`config.mk`:
```
export PLATFORM = sky130hd
export DESIGN_NAME = base64_stream_encoder_top
export DESIGN_NICKNAME = d
export VERILOG_FILES = /design/src/rtl/b64e_pkg.sv /design/src/rtl/b64e_front.sv /design/src/rtl/b64e_queue.sv /design/src/rtl/b64e_back.sv /design/src/rtl/base64_stream_encoder_top.sv
export SDC_FILE = /design/constraint.sdc
export NUM_CORES = 1
export LEC_CHECK = 0
export BUFFER_PORTS_ARGS = -buffer_cell sky130_fd_sc_hd__buf_2
export CAP_MARGIN = 20
export CORE_UTILIZATION = 47
export DETAILED_ROUTE_END_ITERATION = 8
export PLACE_DENSITY_LB_ADDON = 0.08
export SYNTH_ARGS = -nofsm -noshare
export SYNTH_HDL_FRONTEND = slang
export SYNTH_HIERARCHICAL = 1
export SYNTH_SLANG_ARGS = --single-unit
```
`constraint.sdc`:
```
create_clock -name clock -period 2.95 [get_ports clock]
set_input_delay 0.59 -clock clock [delete_from_list [all_inputs] [get_ports clock]]
set_output_delay 0.59 -clock clock [all_outputs]
set_load 0.01 [all_outputs]
```
`src/rtl/b64e_pkg.sv`:
```
// Shared types, constants and the alphabet table of the Base64 stream encoder.
`default_nettype none
package b64e_pkg;

   localparam int unsigned QDepth = 4;
   localparam int unsigned QAw    = $clog2(QDepth);

   localparam logic [6:0] PadChar = 7'd61;

   // One classified byte: up to four characters, count minus one, end-of-message flag.
   typedef struct packed {
      logic [3:0][6:0] chars;
      logic [1:0]      last_idx;
      logic            fin;
   } job_type;

   function automatic logic [6:0] b64_char(input logic [5:0] sextet);
      logic [6:0] code;
      begin
         if (sextet < 6'd26) begin
            code = 7'd65 + {1'b0, sextet};
         end else if (sextet < 6'd52) begin
            code = 7'd71 + {1'b0, sextet};
         end else if (sextet < 6'd62) begin
            code = {1'b0, sextet} - 7'd4;
         end else if (sextet == 6'd62) begin
            code = 7'd43;
         end else begin
            code = 7'd47;
         end
         return code;
      end
   endfunction

endpackage
`default_nettype wire

```
`src/rtl/b64e_front.sv`:
```
// Front end: takes bytes, tracks the group phase and builds the characters each byte yields.
`default_nettype none
module b64e_front (
   input  wire logic             clock,
   input  wire logic             reset,
   input  wire logic             push,
   output logic                  full,
   input  wire logic [7:0]       req_data_byte,
   input  wire logic             req_final_byte,
   input  wire logic             q_full,
   output logic                  q_wr,
   output b64e_pkg::job_type     q_wdata
);
   import b64e_pkg::*;

   logic [1:0] phase_ff, phase_in;
   logic [3:0] carry_ff, carry_in;
   job_type    job;
   logic       take;

   assign full  = q_full;
   assign take  = push && !q_full;
   assign q_wr  = take;
   assign q_wdata = job;

   always_comb begin
      job.chars    = {PadChar, PadChar, PadChar, PadChar};
      job.fin      = req_final_byte;
      job.last_idx = 2'd0;
      phase_in     = phase_ff;
      carry_in     = carry_ff;
      case (phase_ff)
         2'd1: begin
            job.chars[0] = b64_char({carry_ff[1:0], req_data_byte[7:4]});
            job.chars[1] = b64_char({req_data_byte[3:0], 2'b00});
            job.last_idx = req_final_byte ? 2'd2 : 2'd0;
            carry_in     = req_data_byte[3:0];
            phase_in     = 2'd2;
         end
         2'd2: begin
            job.chars[0] = b64_char({carry_ff, req_data_byte[7:6]});
            job.chars[1] = b64_char(req_data_byte[5:0]);
            job.last_idx = 2'd1;
            carry_in     = 4'd0;
            phase_in     = 2'd0;
         end
         default: begin
            job.chars[0] = b64_char(req_data_byte[7:2]);
            job.chars[1] = b64_char({req_data_byte[1:0], 4'b0000});
            job.last_idx = req_final_byte ? 2'd3 : 2'd0;
            carry_in     = {2'b00, req_data_byte[1:0]};
            phase_in     = 2'd1;
         end
      endcase
      // end of message: start the next one clean
      if (req_final_byte) begin
         phase_in = 2'd0;
         carry_in = 4'd0;
      end
   end

   always_ff @(posedge clock) begin
      if (reset) begin
         phase_ff <= 2'd0;
         carry_ff <= 4'd0;
      end else if (take) begin
         phase_ff <= phase_in;
         carry_ff <= carry_in;
      end
   end

endmodule
`default_nettype wire

```
`src/rtl/b64e_queue.sv`:
```
// Short queue of classified bytes between the front end and the character serializer.
`default_nettype none
module b64e_queue (
   input  wire logic              clock,
   input  wire logic              reset,
   input  wire logic              wr,
   input  wire b64e_pkg::job_type wdata,
   output logic                   q_full,
   input  wire logic              rd,
   output logic                   q_empty,
   output b64e_pkg::job_type      rdata
);
   import b64e_pkg::*;

   job_type            mem_ff [QDepth];
   logic [QAw-1:0]     wptr_ff, rptr_ff;
   logic [QAw:0]       count_ff;
   logic               do_wr, do_rd;

   assign q_full  = (count_ff == (QAw+1)'(QDepth));
   assign q_empty = (count_ff == '0);
   assign rdata   = mem_ff[rptr_ff];
   assign do_wr   = wr && !q_full;
   assign do_rd   = rd && !q_empty;

   always_ff @(posedge clock) begin
      if (do_wr) begin
         mem_ff[wptr_ff] <= wdata;
      end
   end

   always_ff @(posedge clock) begin
      if (reset) begin
         wptr_ff  <= '0;
         rptr_ff  <= '0;
         count_ff <= '0;
      end else begin
         if (do_wr) begin
            wptr_ff <= wptr_ff + 1'b1;
         end
         if (do_rd) begin
            rptr_ff <= rptr_ff + 1'b1;
         end
         if (do_wr && !do_rd) begin
            count_ff <= count_ff + 1'b1;
         end else if (do_rd && !do_wr) begin
            count_ff <= count_ff - 1'b1;
         end
      end
   end

endmodule
`default_nettype wire

```
`src/rtl/b64e_back.sv`:
```
// Back end: sends the characters of each queued byte one per cycle into the output register whenever it is free.
`default_nettype none
module b64e_back (
   input  wire logic              clock,
   input  wire logic              reset,
   input  wire logic              q_empty,
   input  wire b64e_pkg::job_type q_rdata,
   output logic                   q_rd,
   output logic                   empty,
   input  wire logic              pop,
   output logic [6:0]             rsp_out_char,
   output logic                   rsp_last_char
);
   import b64e_pkg::*;

   logic [1:0] idx_ff, idx_in;
   logic       valid_ff, valid_in;
   logic [6:0] char_ff, char_in;
   logic       last_ff, last_in;
   logic       load, at_end;

   assign empty         = !valid_ff;
   assign rsp_out_char  = char_ff;
   assign rsp_last_char = last_ff;

   // output register frees when empty or popped this beat
   assign load   = !valid_ff || pop;
   assign at_end = (idx_ff == q_rdata.last_idx);
   assign q_rd   = load && !q_empty && at_end;

   always_comb begin
      idx_in   = idx_ff;
      valid_in = valid_ff;
      char_in  = char_ff;
      last_in  = last_ff;
      if (load) begin
         valid_in = !q_empty;
         char_in  = q_rdata.chars[idx_ff];
         last_in  = q_rdata.fin && at_end;
         if (!q_empty) begin
            idx_in = at_end ? 2'd0 : idx_ff + 2'd1;
         end
      end
   end

   always_ff @(posedge clock) begin
      if (reset) begin
         idx_ff   <= 2'd0;
         valid_ff <= 1'b0;
      end else begin
         idx_ff   <= idx_in;
         valid_ff <= valid_in;
      end
      char_ff <= char_in;
      last_ff <= last_in;
   end

endmodule
`default_nettype wire

```
`src/rtl/base64_stream_encoder_top.sv`:
```
// Base64 stream encoder: byte queue in, ASCII character queue out.
// Bytes enter one per beat and are encoded with the standard alphabet; a byte
// marked final flushes its group, pads with '=' to a multiple of four characters
// and flags the last character. The front end takes a byte in any cycle the
// four-entry internal queue has room; the back end sends one character per cycle
// while the result is popped, so sustained throughput is set by the output side:
// each byte yields one to four characters, four per three-byte group. When the queue
// is empty, the first character of an accepted byte passes through the queue entry
// and then the output register before it shows on the result ports.
`default_nettype none
module base64_stream_encoder_top (
   input  wire logic       clock,
   input  wire logic       reset,
   input  wire logic       push,
   output logic            full,
   input  wire logic [7:0] req_data_byte,
   input  wire logic       req_final_byte,
   output logic            empty,
   input  wire logic       pop,
   output logic [6:0]      rsp_out_char,
   output logic            rsp_last_char
);
   import b64e_pkg::*;

   logic    q_full, q_wr, q_empty, q_rd;
   job_type q_wdata, q_rdata;

   b64e_front u_front (
      .clock          (clock),
      .reset          (reset),
      .push           (push),
      .full           (full),
      .req_data_byte  (req_data_byte),
      .req_final_byte (req_final_byte),
      .q_full         (q_full),
      .q_wr           (q_wr),
      .q_wdata        (q_wdata)
   );

   b64e_queue u_queue (
      .clock   (clock),
      .reset   (reset),
      .wr      (q_wr),
      .wdata   (q_wdata),
      .q_full  (q_full),
      .rd      (q_rd),
      .q_empty (q_empty),
      .rdata   (q_rdata)
   );

   b64e_back u_back (
      .clock         (clock),
      .reset         (reset),
      .q_empty       (q_empty),
      .q_rdata       (q_rdata),
      .q_rd          (q_rd),
      .empty         (empty),
      .pop           (pop),
      .rsp_out_char  (rsp_out_char),
      .rsp_last_char (rsp_last_char)
   );

endmodule
`default_nettype wire

```
# == After elaboration in Yosys (flattened, before gate mapping) ==
# Memory sizes are Yosys's and may differ from the RTL's. A register that Yosys moved wholly into a read port is not among the register bits.
# Index checks and enable logic that the tools add are counted.
# word_totals
ramBits,68
output_inout_bits,10
reg_bits,24
in_bits,13
wordCells,116
memories,1
# memory_table
name,depth,width,read_ports,rd_ports_with_merged_regs,write_ports,line_no,source
u_queue.mem_ff,4,17,1,1,1,b64e_queue.sv:15,job_type mem_ff [QDepth];
# op_classes
addsub,23
n_eq_ne,8
n_mux,38
n_lt_le_gt_ge,19
reduce_logical,17
bitwise_logic,1
# op_table
cell,count
2-to-1 mux 7 bit,19
adder 7 x 6 -> 7 bit (first input constant),12
less-than comparator 6 bit (second input constant),12
subtractor 6 x 3 -> 7 bit (second input constant),6
less-than comparator 6 x 5 -> 1 bit (second input constant),6
case mux 16 bit (2 select lines),1
== test 6 bit (second input constant),4
2-to-1 mux 3 bit,6
binary-select mux 7 bit (select 2 bit),1
2-to-1 mux 2 bit,6
logical AND 1 bit,8
case mux 4 bit (2 select lines),1
adder 2 x 1 -> 2 bit (second input constant),3
logical NOT 1 bit,5
2-to-1 mux 4 bit,1
case mux 2 bit (2 select lines),1
adder 3 x 1 -> 3 bit (second input constant),1
== test 3 bit (second input constant),1
logical NOT 3 bit,1
less-than comparator 2 x 3 -> 1 bit (second input constant),1
subtractor 3 x 1 -> 3 bit (second input constant),1
== test 2 x 1 -> 1 bit (second input constant),1
== test 2 bit,1
== test 2 bit (second input constant),1
other kinds (5),6

# == Logic depth before layout (Yosys ltp) ==
# Gate-level depths: netlist of run 1.
# depth
depth_word,8
ltp_mapped,11
depth_no_buf,11

# == Hierarchy ==
# The synthesis of run 1 kept the hierarchy.
# modules_own_cells
module,seq_area_each_um2,cells_each,instances,area_each_um2
b64e_queue,3903.7,209,1,4944.7
b64e_front,120.1,372,1,2527.4
b64e_back,300.3,40,1,613.1

# == Worst setup path after synthesis of run 1 ==
# No wires, ideal clock.
# synth_path
path_kind,register to register
startpoint,register (tool-made name)
endpoint,register u_queue.count_ff[2]
t_required_ns,2.880
setup_time_ns,0.070
n_path_buf,1
setup_slack_ns,0.124
t_arrival_ns,2.756
period_less_slack_ns,2.826
stages_incl_launch_ff,12
cell_sequence,dfxtp_1 > buf_6 > mux4_2 > xor2_1 > nor4_1 > o31ai_2 > ha_1 > inv_1 > fa_1 > xor2_1 > or3_1 > a21oi_1
# synth_rtl
item,line_no,source
to (signal assigned),b64e_queue.sv:45,count_ff <= count_ff + 1'b1;
to (signal assigned),b64e_queue.sv:47,count_ff <= count_ff - 1'b1;
to (decl),b64e_queue.sv:17,logic [QAw:0] count_ff;

# == Worst setup path in the final report of run 1 ==
# layout_path
startpoint,register u_queue.count_ff[1]
endpoint,register u_queue.count_ff[2]
# layout_via
word_cells_on_any_way,18
classes_between,add/sub (2); eq/ne (1); mux (2); reduce/logical (13)
# layout_rtl
item,line_no,source
== test 3 bit *,b64e_queue.sv:20,assign q_full = (count_ff == (QAw+1)'(QDepth));
logical NOT 1 bit *,b64e_front.sv:22,assign take = push && !q_full;
logical AND 1 bit *,b64e_front.sv:22,
named net q_wr,base64_stream_encoder_top.sv:25,"logic q_full, q_wr, q_empty, q_rd;"
logical AND 1 bit *,b64e_queue.sv:23,assign do_wr = wr && !q_full;
named net u_queue.do_wr,b64e_queue.sv:18,"logic do_wr, do_rd;"
logical NOT 1 bit,b64e_queue.sv:46,end else if (do_rd && !do_wr) begin
logical AND 1 bit,b64e_queue.sv:46,
nonzero test 2 bit (no line),n/a,
# Mark *: on every way through the listed nets, which the timed path passes. The rest lies on a longest branch. The select of a mux whose other input is x is not followed.
# A chain may end at the register's enable or synchronous reset.

==> reports/metrics.csv, run 1 <==
stage;metric;value;unit
grt;grt_pass1_wl;28000;um
grt;grt_pass1_vias;5202;
yosys;synthCells;621;
timing;setup_viol;0;
yosys;syn_area;8090;um2
yosys;seq_area_frac_synth;53.5;%
power_and_ir_drop;power_density;723;nW/um2
placed_design;io_buffer_count;22;
worst_setup_path;path_class;flop to flop;
timing;worst-slew-pin-transition;1.01;ns
floorplan;initial_core_util;48.4;%
cts;cts_resized;0;
timing;hold_violations;0;
timing;clock.fmax;0.363;GHz
yosys;ys_async_sr_fraction;0;%
finish;drive_gt1_share;22.0;%
power_and_ir_drop;p_leak;3.18;nW
floorplan;std_cell_rows;47;
placed_design;post-place-ws;0.115;ns
finish;multi_input_area;3340;um2
floorplan;die_area;17700;um2
power_and_ir_drop;p_sw;1.78;mW
yosys;ys_ff_latch;150;
route;ant_nets;0;
power_and_ir_drop;ir_drop;0.000422;V
cts;clockBufferDepth;2;
route;wl;17400;um
timing;slew_headroom;32.8;%
yosys;synthAdderAreaFrac;5.04;%
grt;grt_max_degree;32;
yosys;synth_top_cell_by_area;edfxtp_1;
cts;clk_pin_slew;0.06;ns
route;vias;5275;
cts;clk_latency;0.42;ns
yosys;synth_top_family_by_area;compound AO/OA/AOI/OAI gates;
run;cap_violations;0;
route;drt_iter0_drc;343;
finish;diodes;0;
worst_setup_path;start_kind;flop;
yosys;synth-simple-area-share;9.50;%
grt;grt_use_total;21.0;%
power_and_ir_drop;pwr-share-clk;32.4;%
timing;skew;0.0124;ns
finish;nets;700;
worst_setup_path;reg2reg_slack;0.19;ns
cts;htreeDepth;4;
placed_design;dp_hpwl;11800;um
power_and_ir_drop;combinationalPowerShare;24.5;%
yosys;synth_edf_count;132;
yosys;synth_area_per_cell;13.0;um2
finish;final_util;54.5;%
yosys;synthTopCellsByArea;edfxtp_1, mux4_2, ha_1;
floorplan;io_pins;23;
power_and_ir_drop;p_sw_share;27.0;%
route;dr.pass1.iters;5;
timing;report.final.slew_viol_count;0;
worst_hold_path;hp-class;flop to flop;
worst_hold_path;min_path_cells;2;
timing;fin_crit;2.76;ns
yosys;synth_ff_type;edfxtp_1;
cts;cts_buffers;17;
floorplan;die_h;133;um
yosys;synth_compound_area_share;12.1;%
finish;syn_to_final_growth;12.7;%
route;wl_per_cell;19.6;um
placed_design;gp_congestion;0.911;
cts;cts_tree;done;
yosys;synth_mux_area_share;11.6;%
yosys;synth.top_cell.area_share;49.0;%
yosys;synth_cell_type_count;75;
outcome;outcome;completed;
grt;antenna_found_initial;0;
cts;cts-root-buf;clkbuf_16;
worst_setup_path;crit_arrival;3.10;ns
power_and_ir_drop;p_int;4.81;mW
finish;regArea;4330;um2
cts;hold_buffers;0;
grt;overflow;0;
finish;fillCellCount;1403;
cts;cts_sinks;150;
yosys;yosysWarnings;6;
route;viasPerCell;5.94;
power_and_ir_drop;p_total;6.59;mW
route;drcViolationCount;0;
cts;postCtsSetupRepairBufs;0;
power_and_ir_drop;p_seq_share;43.1;%
worst_setup_path;required;3.29;ns
worst_setup_path;crit_fanout;7;
worst_setup_path;critPathCaptureType;flop;
timing;tns;0;ns
floorplan;die_w;133;um
floorplan;coreArea;16700;um2
worst_setup_path;r2r.worst_path.cells;11;
yosys;synthXorXnorAreaFrac;2.27;%
timing;finalCritPeriodShare;93.4;%
timing;setup_ws;0.194;ns
-- layout make-up --
type / instances / area share (%)
clock inverters: 9 / 1.37
inverters: 29 / 1.19
well taps: 220 / 3.02
clock buffers: 23 / 5.14
flip-flops and latches: 150 / 47.5
repair buffers: 63 / 5.14
multi-input cells: 394 / 36.6
-- cell usage after synthesis, types with 3 or more instances --
cell type	count
nand2_1	34
dfxtp_1	18
a21o_1	6
o221ai_1	3
nor2b_1	11
xnor2_1	13
a21oi_1	37
and3_1	4
and2_1	7
nor3_1	8
or4_1	3
nand2b_1	10
inv_1	27
o311ai_0	3
xor2_1	8
o31a_1	4
buf_6	6
clkbuf_1	13
or3_1	3
nand4_1	4
o2111ai_1	4
a31oi_1	10
o21ai_0	22
o211ai_1	4
a211oi_1	5
nand3b_1	3
nor4_1	4
nor2_1	19
a211o_1	4
mux4_2	36
nor3b_1	6
ha_1	31
buf_2	19
edfxtp_1	132
nand3_1	20
a22oi_1	3
a31o_2	3
o31ai_1	3
buf_4	21
mux2i_1	6
a32oi_1	3
-- metrics by stage --
| step | hold WS, ns | cell area, um2 | cells |
|---|---|---|---|
| 2_1_floorplan | 0.443 | 8130 | 633 |
| 3_3_place_gp | 0.462 | 8500 | 856 |
| 3_5_place_dp | 0.479 | 8500 | 856 |
| 4_1_cts | 0.469 | 9090 | 888 |
| 5_1_grt | 0.484 | 9110 | 888 |
| 6_report | 0.485 | 9110 | 888 |
-- worst paths after layout --
kind	from	endpoint
worst max register to register	u_queue/count_ff[1]	u_queue/count_ff[2]
worst max-delay path	u_queue/count_ff[1]	u_queue/count_ff[2]
worst min register to register	u_front/phase_ff[1]	u_front/phase_ff[1]
worst min-delay path	u_front/phase_ff[1]	u_front/phase_ff[1]
-- cells by family (layout without fill, tap and decap cells) --
group | Yosys count | count (layout)
DFF | 150 | 150
and+or+nand+nor | 144 | 144
AOI/OAI and AO/OA | 138 | 138
buffers and inverters | 89 | 124
muxes | 45 | 45
adders and majority gates | 32 | 32
xor gates and xnor gates | 21 | 21
other | 2 | 14
-- metal layers --
layer | vias up | GRT usage, % | wire [um] | part of all wire (%)
li1 | 2433 | - | - | -
met3 | 29 | 4.64 | 803 | 4.6
met2 | 171 | 34.4 | 8640 | 50
met5 | - | 0 | 0 | 0
met1 | 2642 | 26.8 | 7560 | 43
met4 | 0 | 9.09 | 436 | 2.5
-- cell usage in the layout (no fill, tap or decap), types with 4 or more instances in the layout --
master,count
nor2b_1,11
nor3_1,8
buf_2,22
o2111ai_1,4
nand4_1,4
a21oi_1,37
o211ai_1,4
clkbuf_1,4
ha_1,31
xnor2_1,13
clkinv_2,4
a211oi_1,5
mux4_2,36
a21o_1,6
a31oi_1,10
dfxtp_1,16
o21ai_0,22
buf_4,37
o31a_1,4
xor2_1,7
a211o_1,4
inv_1,26
nand3_1,20
nor2_1,19
and3_1,4
clkbuf_16,17
nor3b_1,6
edfxtp_1,132
conb_1,14
nand2_1,34
and2_1,7
buf_12,4
mux2i_1,6
nand2b_1,10
-- power groups by stage --
stage	Combinational (mW)	Sequential, mW	Clock [mW]
2_1_floorplan	1.13	2.88	0
3_3_place_gp	1.59	2.86	0
3_5_place_dp	1.61	2.88	0
4_1_cts	1.62	2.84	2.18
5_1_grt	1.76	2.86	2.28
6_report	1.62	2.84	2.13
-- flip-flops by register name, summed over array words and instances (netlist names), named ones only --
signal                count
u_front/carry_ff          4
u_back/valid_ff           1
u_back/rsp_last_char      1
u_front/phase_ff          2
u_back/idx_ff             2
u_queue/rptr_ff           2
u_queue/count_ff          3
u_queue/mem_ff          124
u_back/rsp_out_char       7
u_queue/wptr_ff           2
-- critical path: stages, from the launching register on --
cell and delay, ns:
dfxtp_1 0.48, nor3b_2 0.14, nand2b_1 0.29, inv_2 0.17
inv_1 0.09, nor2_2 0.22, ha_1 0.23, inv_1 0.07
fa_1 0.37, xor2_1 0.16, or3_1 0.30, a21oi_1 0.16
Power figures use the tool's default switching activity.
==> inputs of run 2 (changes only) <==
CORE_UTILIZATION = 58   (was 47)
SETUP_SLACK_MARGIN = 0.4   (was not set)
==> run 2 against run 1 <==
Compared with the run above:
- clock power increased by 6%
- worst hold slack got worse by 0.0059 ns
- critical path type unchanged
- first-iteration DRC count grew 34%
- clock-buffer cell count down 5
- combinational power rose by 6%
- clock skew fell by 0.0047 ns
- die area shrank 19%
==> reports/metrics.csv, run 2 (synthesis gave the netlist of run 1 again) <==
stage;metric;value;unit;change
floorplan;io_pins;23;;unchanged
timing;rsz0062_at_grt;true;;
placed_design;gp_congestion;0.929;;was 0.911
worst_setup_path;crit_path_top_delay_cell;mux4_2;;was dfxtp_1
finish;drive_gt1_share;24.5;%;was 22.0%
worst_setup_path;reg2reg_to;u_queue/count_ff[2];;unchanged
worst_setup_path;start_kind;flop;;unchanged
cts;hold_buffers;0;;unchanged
worst_hold_path;hold_start;u_front/phase_ff[1];;unchanged
finish;final_cell_mix;edfxtp_1, mux4_2, buf_4, a21oi_1, nand2_1;;was edfxtp_1, a21oi_1, buf_4, mux4_2, nand2_1
route;ant_nets;0;;unchanged
power_and_ir_drop;p_seq_share;41.9;%;was 43.1%
timing;report.final.slew_viol_count;0;;unchanged
route;vias;5237;;was 5275
finish;final_area;9160;um2;was 9110 um2
grt;grt_pass1_vias;5068;;was 5202
timing;skew;0.00774;ns;was 0.0124 ns
grt;use_met3;5.28;%;was 4.64%
worst_setup_path;path_class;flop to flop;;unchanged
floorplan;die_h;120;um;was 133 um
worst_setup_path;crit_fanout;3;;was 7
cts;cts_tree;done;;unchanged
power_and_ir_drop;p_leak;3.18;nW;about the same
timing;setup_viol;0;;unchanged
outcome;outcome;completed;;unchanged
floorplan;coreArea;13400;um2;was 16700 um2
route;drt_iter0_drc;459;;was 343
route;drcViolationCount;0;;unchanged
grt;grt-busiest-layer;met2;;unchanged
timing;fin_crit;2.59;ns;was 2.76 ns
worst_setup_path;crit_path_cell_trace;mux4_2 > xor2_2 > nor4_4 > o31ai_2 > ha_2 > inv_2 > fa_2 > xor2_1 > or3_1 > a21oi_2;;was nor3b_2 > nand2b_1 > inv_2 > inv_1 > nor2_2 > ha_1 > inv_1 > fa_1 > xor2_1 > or3_1 > a21oi_1
grt;grt_use_total;26.0;%;was 21.0%
worst_hold_path;min_path_cells;2;;unchanged
grt;antenna_found_initial;0;;unchanged
finish;final_common_cell;edfxtp_1;;unchanged
floorplan;std_cell_rows;42;;was 47
power_and_ir_drop;p_int;4.93;mW;was 4.81 mW
cts;cts_buffers;17;;unchanged
worst_setup_path;r2r.worst_path.cells;10;;was 11
placed_design;place_area;8440;um2;was 8500 um2
grt;met1_usage;34.6;%;was 26.8%
grt;grt_max_degree;32;;unchanged
cts;cts-root-buf;clkbuf_16;;unchanged
finish;largest_reg_flops;124;;unchanged
grt;grt_pass1_wl;27900;um;was 28000 um
worst_setup_path;max_stage_delay;0.54;ns;was 0.48 ns
route;dr.pass1.iters;5;;unchanged
timing;clock.fmax;0.387;GHz;was 0.363 GHz
worst_hold_path;worstHoldEndpoint;u_front/phase_ff[1];;unchanged
timing;finalCritPeriodShare;87.7;%;was 93.4%
power_and_ir_drop;ir_drop;0.000318;V;was 0.000422 V
floorplan;die_w;120;um;was 133 um
power_and_ir_drop;power_density;746;nW/um2;was 723 nW/um2
finish;largest-register;u_queue/mem_ff;;unchanged
worst_setup_path;critPathCaptureType;flop;;unchanged
route;wl;17600;um;was 17400 um
cts;clockBufferDepth;2;;unchanged
run;cap_violations;0;;unchanged
power_and_ir_drop;combinationalPowerShare;25.2;%;was 24.5%
power_and_ir_drop;p_sw;1.90;mW;was 1.78 mW
finish;fillCellCount;925;;was 1403
timing;slew_headroom;35.2;%;was 32.8%
finish;syn_to_final_growth;13.3;%;was 12.7%
cts;clk_latency;0.41;ns;was 0.42 ns
worst_setup_path;crit_arrival;2.93;ns;was 3.10 ns
timing;tns;0;ns;unchanged
cts;clk_pin_slew;0.06;ns;about the same
grt;met2_usage;43.3;%;was 34.4%
timing;hold_violations;0;;unchanged
placed_design;dp_hpwl;11900;um;was 11800 um
grt;overflow;0;;unchanged
finish;diodes;0;;unchanged
route;viasPerCell;6.22;;was 5.94
route;wl_per_cell;20.9;um;was 19.6 um
worst_hold_path;hp-class;flop to flop;;unchanged
timing;worst-slew-pin-transition;0.972;ns;was 1.01 ns
power_and_ir_drop;p_sw_share;27.9;%;was 27.0%
placed_design;io_buffer_count;22;;unchanged
finish;nets;698;;was 700
cts;cts_sinks;150;;unchanged
worst_setup_path;reg2reg_slack;0.36;ns;was 0.19 ns
floorplan;die_area;14400;um2;was 17700 um2
worst_setup_path;required;3.30;ns;was 3.29 ns
cts;htreeDepth;4;;unchanged
floorplan;initial_core_util;60.3;%;was 48.4%
power_and_ir_drop;pwr-share-clk;32.9;%;was 32.4%
run 2: cell types whose count changed in the layout (fill, tap and decap cells not counted), sizes merged:
| cell | delta |
|---|---|
| clkbuf | -4 |
| inv | +4 |
| buf | -3 |
| clkinv | -2 |
| clkinvlp | +2 |
| bufinv | +1 |
run 2: power by group through the flow:
stage,sequential [mW],combinational (mW),clock (mW)
CTS,2.87,1.68,2.28
floorplan,2.89,1.16,0
global placement,2.87,1.60,0
global route,2.89,1.86,2.36
detailed placement,2.90,1.63,0
finish,2.86,1.72,2.25
run 2: metal layers:
metal / routed length (um) / share of wire [%]
met2: 9070 / 51
met5: 0 / 0
met3: 949 / 5.4
met1: 7380 / 42
met4: 214 / 1.2
run 2: cell type report:
class / count / area (um2) / area share (%)
sequential: 150 / 4330 / 47.3
multi-input combinational: 394 / 3420 / 37.3
timing repair buffer: 61 / 455 / 4.97
clock buffer: 18 / 429 / 4.69
tap: 176 / 220 / 2.40
clock inverter: 14 / 198 / 2.16
inverter: 29 / 109 / 1.19
run 2: repair_timing:
item / CTS / global route
setup endpoints to repair: 6 / 19
setup buffers: 3 / 1
gates resized for setup: 5 / 11
pin swaps: 3 / 2
cloned: 0 / 0
hold endpoints to repair: 0 / 0
run 2: metrics by stage:
| stage | hold WS [ns] | power, mW | utilization [%] | instances | setup WS [ns] |
|---|---|---|---|---|---|
| 4_1_cts | 0.485 | 6.82 | 67.9 | 841 | 0.322 |
| 3_3_place_gp | 0.461 | 4.47 | 63.0 | 806 | 0.0961 |
| 2_1_floorplan | 0.443 | 4.05 | - | 633 | 0.281 |
| 6_report | 0.479 | 6.83 | 68.3 | 842 | 0.363 |
| 5_1_grt | 0.504 | 7.11 | 68.3 | 842 | 0.275 |
| 3_5_place_dp | 0.477 | 4.53 | 63.0 | 806 | 0.139 |
run 2: worst max-delay path by stage:
stage / from / end / slack [ns] / cells after the start
6_report: flop / u_queue/count_ff[2] / 0.36 / 10
3_3_place_gp: req_data_byte[4] / u_queue/mem_ff[0][7] / 0.1 / 8
5_1_grt: flop / u_queue/count_ff[2] / 0.28 / 10
4_1_cts: flop / u_queue/count_ff[2] / 0.32 / 10
2_1_floorplan: flop / u_queue/count_ff[2] / 0.28 / 11
3_5_place_dp: req_data_byte[4] / u_queue/mem_ff[0][8] / 0.14 / 8
run 2: worst max-delay path: cells and delay by family, from the launching register on:
family / cells / cell delay, ns
AND/OR/NAND/NOR: 2 / 0.39
buffers and inverters: 1 / 0.04
flip-flops: 1 / 0.36
XOR/XNOR: 2 / 0.38
adder cells (fa/ha/maj): 2 / 0.58
multiplexers: 1 / 0.54
AO/OA/AOI/OAI: 2 / 0.21
